===== src/design/walu_pkg.sv =====
// ----------------------------------------------------------------------------
// walu_pkg
// Shared types and codes for the 16-bit ALU with status flags.
// ----------------------------------------------------------------------------
package walu_pkg;

    localparam logic [5:0] OP_A    = 6'd0;
    localparam logic [5:0] OP_AB   = 6'd1;
    localparam logic [5:0] OP_ABS  = 6'd2;
    localparam logic [5:0] OP_AND  = 6'd3;
    localparam logic [5:0] OP_C    = 6'd4;
    localparam logic [5:0] OP_CB   = 6'd5;
    localparam logic [5:0] OP_COC  = 6'd6;
    localparam logic [5:0] OP_CZC  = 6'd7;
    localparam logic [5:0] OP_DEC  = 6'd8;
    localparam logic [5:0] OP_DECT = 6'd9;
    localparam logic [5:0] OP_INC  = 6'd10;
    localparam logic [5:0] OP_INCT = 6'd11;
    localparam logic [5:0] OP_INV  = 6'd12;
    localparam logic [5:0] OP_MOV  = 6'd13;
    localparam logic [5:0] OP_MOVB = 6'd14;
    localparam logic [5:0] OP_NEG  = 6'd15;
    localparam logic [5:0] OP_OR   = 6'd16;
    localparam logic [5:0] OP_S    = 6'd17;
    localparam logic [5:0] OP_SB   = 6'd18;
    localparam logic [5:0] OP_SLA  = 6'd19;
    localparam logic [5:0] OP_SOC  = 6'd20;
    localparam logic [5:0] OP_SOCB = 6'd21;
    localparam logic [5:0] OP_SRA  = 6'd22;
    localparam logic [5:0] OP_SRC  = 6'd23;
    localparam logic [5:0] OP_SRL  = 6'd24;
    localparam logic [5:0] OP_SZC  = 6'd25;
    localparam logic [5:0] OP_SZCB = 6'd26;
    localparam logic [5:0] OP_XOR  = 6'd27;
    localparam logic [5:0] OP_CLR  = 6'd28;
    localparam logic [5:0] OP_SETO = 6'd29;
    localparam logic [5:0] OP_SWPB = 6'd30;
    localparam logic [5:0] OP_LDST = 6'd31;
    localparam logic [5:0] OP_RDST = 6'd32;
    localparam logic [5:0] OP_JMP  = 6'd33;
    localparam logic [5:0] OP_JEQ  = 6'd34;
    localparam logic [5:0] OP_JNE  = 6'd35;

    localparam int FLG_LGT = 15;
    localparam int FLG_AGT = 14;
    localparam int FLG_EQU = 13;
    localparam int FLG_CRY = 12;
    localparam int FLG_OVF = 11;
    localparam int FLG_PAR = 10;

    typedef struct packed {
        logic [5:0]  op;
        logic [15:0] first_operand;
        logic [15:0] second_operand;
        logic [3:0]  shift_count;
    } walu_req_t;

    typedef struct packed {
        logic [15:0] result;
        logic        write_back;
        logic [15:0] status_out;
        logic        jump_taken;
    } walu_rsp_t;

endpackage


===== src/design/walu_core.sv =====
// ----------------------------------------------------------------------------
// walu_core
// Combinational ALU datapath: adder, comparator, barrel shifter and flag logic.
// ----------------------------------------------------------------------------
module walu_core (
    input  walu_pkg::walu_req_t req,
    input  logic [15:0]         status_in,
    output walu_pkg::walu_rsp_t rsp
);
    import walu_pkg::*;

    function automatic logic [15:0] res_flags(logic [15:0] st, logic [15:0] r);
        logic [15:0] s;
        s = st;
        s[FLG_EQU] = (r == 16'h0000);
        s[FLG_LGT] = (r != 16'h0000);
        s[FLG_AGT] = (r != 16'h0000) && !r[15];
        return s;
    endfunction

    logic [15:0] a, b;
    logic [3:0]  cnt;
    logic [15:0] add_x, add_y;
    logic [16:0] add_sum;
    logic [15:0] add_st;
    logic [15:0] cmp_x, cmp_y, cmp_diff;
    logic [15:0] cmp_st;
    logic [16:0] sl;
    logic [16:0] srl_v;
    logic [16:0] sra_v;
    logic [31:0] src_v;
    logic        sla_ovf;
    logic [15:0] neg_b;
    logic [15:0] st;
    logic [15:0] r;
    logic [7:0]  rb;
    logic        wb;
    logic        jt;

    assign a     = req.first_operand;
    assign b     = req.second_operand;
    assign cnt   = req.shift_count;
    assign neg_b = 16'h0000 - b;

    // adder operand select
    always_comb begin
        add_x = a;
        add_y = b;
        case (req.op)
            OP_AB: begin
                add_x = {a[7:0], 8'h00};
                add_y = {b[7:0], 8'h00};
            end
            OP_SB: begin
                add_x = {a[7:0], 8'h00};
                add_y = {neg_b[7:0], 8'h00};
            end
            OP_S:    add_y = neg_b;
            OP_DEC:  add_y = 16'hFFFF;
            OP_DECT: add_y = 16'hFFFE;
            OP_INC:  add_y = 16'h0001;
            OP_INCT: add_y = 16'h0002;
            OP_NEG: begin
                add_x = ~a;
                add_y = 16'h0001;
            end
            default: begin
                add_x = a;
                add_y = b;
            end
        endcase
    end

    assign add_sum = {1'b0, add_x} + {1'b0, add_y};

    always_comb begin
        add_st = res_flags(status_in, add_sum[15:0]);
        add_st[FLG_CRY] = add_sum[16];
        add_st[FLG_OVF] = (add_x[15] == add_y[15]) && (add_sum[15] != add_x[15]);
    end

    // compare
    always_comb begin
        if (req.op == OP_CB) begin
            cmp_x = {a[7:0], 8'h00};
            cmp_y = {b[7:0], 8'h00};
        end else begin
            cmp_x = a;
            cmp_y = b;
        end
    end

    assign cmp_diff = cmp_y - cmp_x;

    always_comb begin
        cmp_st = status_in;
        cmp_st[FLG_EQU] = (cmp_x == cmp_y);
        cmp_st[FLG_LGT] = (cmp_x[15] && !cmp_y[15]) ||
                          ((cmp_x[15] == cmp_y[15]) && cmp_diff[15]);
        cmp_st[FLG_AGT] = (!cmp_x[15] && cmp_y[15]) ||
                          ((cmp_x[15] == cmp_y[15]) && cmp_diff[15]);
    end

    // barrel shifter; bit 0 of the SRL and SRA words is the last bit out
    assign sl    = {1'b0, a} << cnt;
    assign srl_v = {a, 1'b0} >> cnt;
    assign sra_v = 17'($signed({a, 1'b0}) >>> cnt);
    assign src_v = {a, a} >> cnt;

    always_comb begin
        sla_ovf = 1'b0;
        for (int i = 1; i < 16; i++) begin
            if ((i <= int'(cnt)) && (a[15-i] != a[15])) begin
                sla_ovf = 1'b1;
            end
        end
    end

    always_comb begin
        st = status_in;
        r  = 16'h0000;
        rb = 8'h00;
        wb = 1'b1;
        jt = 1'b0;
        case (req.op)
            OP_A, OP_S, OP_DEC, OP_DECT, OP_INC, OP_INCT, OP_NEG: begin
                r  = add_sum[15:0];
                st = add_st;
            end
            OP_AB, OP_SB: begin
                r  = {8'h00, add_sum[15:8]};
                st = add_st;
                st[FLG_PAR] = ^add_sum[15:8];
            end
            OP_ABS: begin
                st = res_flags(status_in, a);
                st[FLG_OVF] = (a == 16'h8000);
                if (a[15]) begin
                    r = 16'h0000 - a;
                end else begin
                    r  = a;
                    wb = 1'b0;
                end
            end
            OP_AND: begin
                r  = a & b;
                st = res_flags(status_in, r);
            end
            OP_OR, OP_SOC: begin
                r  = a | b;
                st = res_flags(status_in, r);
            end
            OP_SZC: begin
                r  = a & ~b;
                st = res_flags(status_in, r);
            end
            OP_SOCB, OP_SZCB: begin
                rb = (req.op == OP_SOCB) ? (a[7:0] | b[7:0]) : (a[7:0] & ~b[7:0]);
                r  = {8'h00, rb};
                st = res_flags(status_in, {rb, 8'h00});
                st[FLG_PAR] = ^rb;
            end
            OP_MOV: begin
                r  = b;
                st = res_flags(status_in, b);
            end
            OP_MOVB: begin
                r  = {8'h00, b[7:0]};
                st = res_flags(status_in, {b[7:0], 8'h00});
            end
            OP_C, OP_CB: begin
                st = cmp_st;
                wb = 1'b0;
            end
            OP_COC: begin
                st[FLG_EQU] = ((b & ~a) == 16'h0000);
                wb = 1'b0;
            end
            OP_CZC: begin
                st[FLG_EQU] = ((b & a) == 16'h0000);
                wb = 1'b0;
            end
            OP_SLA: begin
                r  = sl[15:0];
                st = res_flags(status_in, r);
                st[FLG_OVF] = sla_ovf;
                st[FLG_CRY] = sl[16];
            end
            OP_SRA, OP_SRL, OP_SRC: begin
                if (req.op == OP_SRA) begin
                    r = sra_v[16:1];
                end else if (req.op == OP_SRL) begin
                    r = srl_v[16:1];
                end else begin
                    r = src_v[15:0];
                end
                st = res_flags(status_in, r);
                if (cnt != 4'd0) begin
                    st[FLG_CRY] = srl_v[0];
                end
            end
            OP_INV:  r = ~a;
            OP_XOR:  r = a ^ b;
            OP_CLR:  r = 16'h0000;
            OP_SETO: r = 16'hFFFF;
            OP_SWPB: r = {a[7:0], a[15:8]};
            OP_LDST: begin
                st = b;
                wb = 1'b0;
            end
            OP_RDST: r = status_in;
            OP_JMP: begin
                jt = 1'b1;
                wb = 1'b0;
            end
            OP_JEQ: begin
                jt = status_in[FLG_EQU];
                wb = 1'b0;
            end
            OP_JNE: begin
                jt = !status_in[FLG_EQU];
                wb = 1'b0;
            end
            default: wb = 1'b0;
        endcase
    end

    assign rsp.result     = r;
    assign rsp.write_back = wb;
    assign rsp.status_out = st;
    assign rsp.jump_taken = jt;

endmodule


===== src/design/word_alu_with_status_flags.sv =====
// ----------------------------------------------------------------------------
// word_alu_with_status_flags: 16-bit ALU with status word
// A request is accepted into the input reg, then moves to the result reg.
// Throughput 1 request per cycle while m_ready is high; status is updated as
// a request leaves the input reg, so back-to-back requests see it in order.
// Reset (aresetn low, synchronous) empties both stages and clears status.
// ----------------------------------------------------------------------------
module word_alu_with_status_flags (
    input  logic                aclk,
    input  logic                aresetn,
    input  logic                s_valid,
    output logic                s_ready,
    input  walu_pkg::walu_req_t s_data,
    output logic                m_valid,
    input  logic                m_ready,
    output walu_pkg::walu_rsp_t m_data
);
    import walu_pkg::*;

    logic        in_valid_reg;
    walu_req_t   in_data_reg;
    logic        out_valid_reg;
    walu_rsp_t   out_data_reg;
    logic [15:0] status_reg;
    logic [15:0] status_next;
    walu_rsp_t   core_rsp;
    logic        advance;

    walu_core u_core (
        .req       (in_data_reg),
        .status_in (status_reg),
        .rsp       (core_rsp)
    );

    assign advance     = in_valid_reg && (!out_valid_reg || m_ready);
    assign s_ready     = !in_valid_reg || advance;
    assign status_next = advance ? core_rsp.status_out : status_reg;

    always_ff @(posedge aclk) begin
        if (!aresetn) begin
            in_valid_reg  <= 1'b0;
            out_valid_reg <= 1'b0;
            status_reg    <= 16'h0000;
        end else begin
            status_reg <= status_next;
            if (s_ready) begin
                in_valid_reg <= s_valid;
            end
            if (advance) begin
                out_valid_reg <= 1'b1;
            end else if (m_ready) begin
                out_valid_reg <= 1'b0;
            end
        end
    end

    always_ff @(posedge aclk) begin
        if (s_valid && s_ready) begin
            in_data_reg <= s_data;
        end
        if (advance) begin
            out_data_reg <= core_rsp;
        end
    end

    assign m_valid = out_valid_reg;
    assign m_data  = out_data_reg;

endmodule

===== config.mk =====
export PLATFORM = sky130hd
export DESIGN_NAME = word_alu_with_status_flags
export DESIGN_NICKNAME = d
export VERILOG_FILES = /design/src/design/walu_pkg.sv /design/src/design/walu_core.sv /design/src/design/word_alu_with_status_flags.sv
export SDC_FILE = /design/constraint.sdc
export NUM_CORES = 1
export LEC_CHECK = 0
export BUFFER_PORTS_ARGS = -buffer_cell sky130_fd_sc_hd__buf_2
export CAP_MARGIN = 20
export CORE_ASPECT_RATIO = 1.25
export CORE_MARGIN = 5
export CORE_UTILIZATION = 50
export DETAILED_ROUTE_END_ITERATION = 7
export PLACE_DENSITY_LB_ADDON = 0.1
export RECOVER_POWER = 100
export SKIP_CTS_REPAIR_TIMING = 1
export SLEW_MARGIN = 20
export SYNTH_ARGS = -nofsm -noshare
export SYNTH_HDL_FRONTEND = slang
export SYNTH_SLANG_ARGS = --single-unit
export TNS_END_PERCENT = 100

===== constraint.sdc =====
create_clock -name aclk -period 8.3 [get_ports aclk]
set_input_delay 0.415 -clock aclk [delete_from_list [all_inputs] [get_ports aclk]]
set_output_delay 0.415 -clock aclk [all_outputs]
set_load 0.03 [all_outputs]

# Yosys cells after proc, flatten, opt, wreduce, memory -nomap -nowiden
# Index checks and enable logic that the tools add are counted.
# word_totals
register_bits	94
latch_bits	0
ram_bits	0
rom_bits	0
inputBits	46
elab_cells	219
n_memories	0
# op_classes
addsub	4
n_mul	0
n_div	0
order_cmp	15
eq_ne	55
shifts	4
mux	34
n_bitwise	10
reduce_logical	86
# op_table
cell	n
case mux 16 bit (16 select lines)	1
logical NOT 16 bit	9
nonzero test 16 bit	8
case mux 16 bit (7 select lines)	1
== test 6 x 5 -> 1 bit (second input constant)	16
two-way mux 16 bit	6
case mux 13 bit (7 select lines)	1
bitwise AND 16 bit	3
== test 6 x 4 -> 1 bit (second input constant)	8
<= comparator 4 bit (first input constant)	8
NOT 16 bit	2
case mux 16 bit (2 select lines)	1
right shift 32 x 4 -> 16 bit	1
subtractor 1 x 16 -> 16 bit (first input constant)	2
logical AND 1 bit	31
OR reduction 27 bit	1
== test 6 x 3 -> 1 bit (second input constant)	4
== test 6 bit (second input constant)	4
case mux 2 bit (12 select lines)	1
two-way mux 1 bit	19
adder 16 x 16 -> 17 bit	1
<< shifter 16 x 4 -> 17 bit	1
right shift 17 x 4 -> 17 bit	1
>>> shifter 17 x 4 -> 17 bit	1
other kinds (31)	77

# Logic depth before layout (Yosys ltp)
# logic_depth
ltp_word	18
mapped_depth	31
mapped_depth_nobuf	27

# Cells and area by module
# From an unflattened synthesis, not the netlist that was laid out.
# unflattened
cells_unflattened	1422
area_unflattened_um2	11617.4
# modules_own_cells
module	n_inst	cells_each	area_per_inst_um2	seq_area_each_um2
walu_core	1	1267	8592.0	0.0
word_alu_with_status_flags	1	155	3025.4	2642.5

# Worst setup path after synthesis
# No wires, ideal clock.
# synth_path
path_type	reg2reg
start	register in_data_reg[37] (netlist name)
end	register out_data_reg (netlist bit m_data[16]) (data pin)
arrival_ns	5.239
slack_ns	2.799
stages_incl_launch_ff	30
n_path_buf	4
synth_period_minus_slack_ns	5.501
path_cell_list	edfxtp_1 clkbuf_1 nand2b_1 clkbuf_1 nor3_1 nor2_1 and2_0 clkbuf_1 clkbuf_1 nand2_1 o21ai_0 ha_1 inv_1 fa_1 nor2b_1 o21ai_0 a21boi_0 o31a_1 o21a_1 o21a_1 o311ai_0 inv_1 ha_1 nand2_1 nor3_1 o211a_1 o2111a_1 and2b_2 nor3_1 a21oi_1
# synth_rtl
item	line_no	text
from (decl)	word_alu_with_status_flags.sv:21	walu_req_t in_data_reg;
from (signal assigned)	word_alu_with_status_flags.sv:59	in_data_reg <= s_data;
to (signal assigned)	word_alu_with_status_flags.sv:62	out_data_reg <= core_rsp;
to (decl)	word_alu_with_status_flags.sv:23	walu_rsp_t out_data_reg;

==> impl_metrics.toml <==
[floorplan]
pin_count = 82
die_y_um = 183.9
row_count = 63
die-width_um = 149.1
start_util = 0.5080
fp.dieArea_um2 = 27420
coreArea_um2 = 23810

[setup_path]
end_kind = "register"
critPathLaunchType = "register"
required_ns = 8.40
critPathKind = "register to register"
crit_path_end = "m_data[14]$_DFFE_PP_"
critPathLaunch = "in_data_reg[36]$_DFFE_PP_"
r2r_cells = 22
r2r-end = "m_data[14]$_DFFE_PP_"
r2r_start = "in_data_reg[36]$_DFFE_PP_"
rrSetupSlack_ns = 1.06
arrival_ns = 7.35
crit_path_max_fanout = 23

[grt]
grt_max_degree = 69
grt-ovfl-total = 0
grtUsageTotal = 0.3841
antenna_found_initial = 2
grt_pass1_wl_mm = 78.32
grt_pass1_vias = 11817

[detailed_routing]
vias = 12636
first_pass_iters = 8
drt_iter0_drc = 2090
ant_nets = 0
post-route-drc-count = 3
routed_via_density = 7.159
wl_per_cell_um = 30.49
drt-total-wl_mm = 53.81

[clock_tree]
clock-sinks = 94
cts_root_buf = "clkbuf_16"
path_clk_slew_ns = 0.07
cts_buffer_depth = 2
cts_max_level = 3
cts_buffers = 9
insertion_delay_ns = 0.37
cts_tree = "yes"

[synth]
yosys_most_used_dff = "edfxtp_1"
synthDistinctLibCells = 100
yosysWarningCount = 0
ys_seq_elements = 94
syn_area_per_cell_um2 = 8.498
syn_nets = 1580
synthArstFlopShare = 0
synth_edf_count = 76
ys_seq_area_frac = 0.2185
syn_inst = 1423
netlist_area_um2 = 12090

[cells_and_area]
largest_reg_flops = 42
n_antenna_cell = 0
nFillCells = 2295
final_area_um2 = 12890
layout-drive-gt1-share = 0.1285
area_growth_pct = 6.580
fin_nets = 1592

[sta]
fmax_mhz = 138.1
rsz0062_at_grt = "no"
slew_headroom = -0.7163
worst_pin_slew_ns = 2.573
period_share = 0.8724
tns_ns = 0
skew_ns = 0.005567
min_period_ns = 7.241
setup_viol = 0
hold_viol = 0
drv_slew = 94

[pwr]
leakagePower_nw = 4.998
ir_worst_vdd_mv = 0.1549
power_density_nw_per_um2 = 136.3

[place]
portBuffers = 81
place_area_um2 = 12630
place_congestion = 1.101
place_hpwl_mm = 38.89

[outcome]
outcome = "finished, violations left"
violations = "DRC, capacitance limit, slew limit"

[worst_hold_path]
hold_class = "primary input to register"
holdPathStages = 1

[job]
drv_cap = 2
[per-stage QoR]
stage	power, mW	setup WS [ns]	std cells	util	hold WS [ns]
after floorplan	1.058	2.799	1423	-	0.4761
after global placement	1.272	1.556	1749	0.5305	0.5000
after detailed placement	1.274	1.296	1749	0.5305	0.5017
after CTS	1.740	1.293	1765	0.5443	0.2081
after global routing	1.827	0.5824	1765	0.5414	0.2078
final	1.756	1.059	1765	0.5414	0.2144
[cell type report]
cell class | count | area [um^2] | share of cell area
multi-input combinational | 1152 | 8626 | 0.6693
sequential | 94 | 2643 | 0.2050
timing repair buffer | 127 | 695.7 | 0.05398
tap | 325 | 406.6 | 0.03155
clock buffer | 10 | 229.0 | 0.01777
inverter | 51 | 191.4 | 0.01485
clock inverter | 6 | 97.59 | 0.007572
[synth_stat cells, drive strengths merged, types with 18 or more instances]
cell type | number | area share
mux2 | 26 | 0.025
nor3 | 38 | 0.016
edfxtp | 76 | 0.19
o21ai | 109 | 0.046
mux2i | 29 | 0.024
nor4 | 18 | 0.0093
a21oi | 84 | 0.035
buf | 25 | 0.016
nand2 | 115 | 0.036
dfxtp | 18 | 0.030
nand3 | 32 | 0.013
clkbuf | 100 | 0.037
a211oi | 20 | 0.012
inv | 50 | 0.016
nor2 | 139 | 0.044
mux4 | 40 | 0.077
ha | 108 | 0.11
xnor2 | 24 | 0.017
nand4 | 20 | 0.010
a221oi | 28 | 0.020
[critical path, cell delays in order, from the launching register on]
cell       delay [ns]
edfxtp_1         0.86
nand4bb_1        0.55
nor2_1           0.19
nor2_1           0.68
and2_0           0.74
nand2_1          0.10
o21ai_0          0.12
ha_1             0.33
nor2b_1          0.15
o21ai_0          0.19
a21boi_0         0.22
o31a_1           0.34
o21a_1           0.22
o21a_1           0.19
o311ai_0         0.62
inv_1            0.11
ha_1             0.22
nand2_1          0.06
nor3_1           0.05
o211a_1          0.12
o2111a_1         0.19
a2111oi_0        0.60
nor2_1           0.11
[worst min-delay path by stage]
| stage | startpoint | to | slack (ns) |
|---|---|---|---|
| global placement | status_reg[0]$_SDFFE_PN0P_ | status_reg[0]$_SDFFE_PN0P_ | 0.50 |
| detailed placement | in_valid_reg$_SDFFE_PN0N_ | m_valid$_SDFFE_PN0P_ | 0.50 |
| finish | s_data[9] | in_data_reg[9]$_DFFE_PP_ | 0.21 |
| global route | s_data[6] | in_data_reg[6]$_DFFE_PP_ | 0.21 |
| CTS | s_data[8] | in_data_reg[8]$_DFFE_PP_ | 0.21 |
| floorplan | in_valid_reg$_SDFFE_PN0N_ | m_valid$_SDFFE_PN0P_ | 0.48 |
[cells in the final DEF (no fill, tap or decap), types with 18 or more instances in the layout]
cell type,netlist,final
inv_1,50,50
nor3_1,38,34
nor4_1,18,18
a221oi_1,28,28
a211oi_1,20,20
nor2_1,137,137
xnor2_1,24,24
buf_2,7,43
nand4_1,20,20
ha_1,108,108
a21oi_1,83,83
mux2i_1,29,29
edfxtp_1,76,76
dfxtp_1,18,18
nand2_1,115,115
buf_4,4,44
clkbuf_1,93,41
mux4_2,32,32
o21ai_0,107,108
nand3_1,32,32
[kinds of logic (layout without fill, tap and decap cells)]
family / after synthesis / count (layout) / share of synthesized area
fa+ha+maj: 111 / 111 / 0.1167
buf+inv: 177 / 194 / 0.06932
mux: 95 / 95 / 0.1255
flops: 94 / 94 / 0.2185
simple gates: 457 / 457 / 0.1851
xor+xnor: 34 / 34 / 0.02462
compound gates: 455 / 455 / 0.2602
[power breakdown]
group | switching (mW) | internal, mW | total [mW]
clock network | 0.196 | 0.269 | 0.465
registers | 0.0349 | 0.546 | 0.581
logic | 0.455 | 0.254 | 0.710
total | 0.686 | 1.07 | 1.76
[layer usage]
metal	track usage	part of all wire	wire, um
met5	0	0.00020	11
met4	0.2469	0.083	4463
met3	0.07448	0.11	5664
met2	0.5909	0.44	23540
met1	0.4931	0.37	20130
No activity file was read; power rests on OpenSTA's default activity.
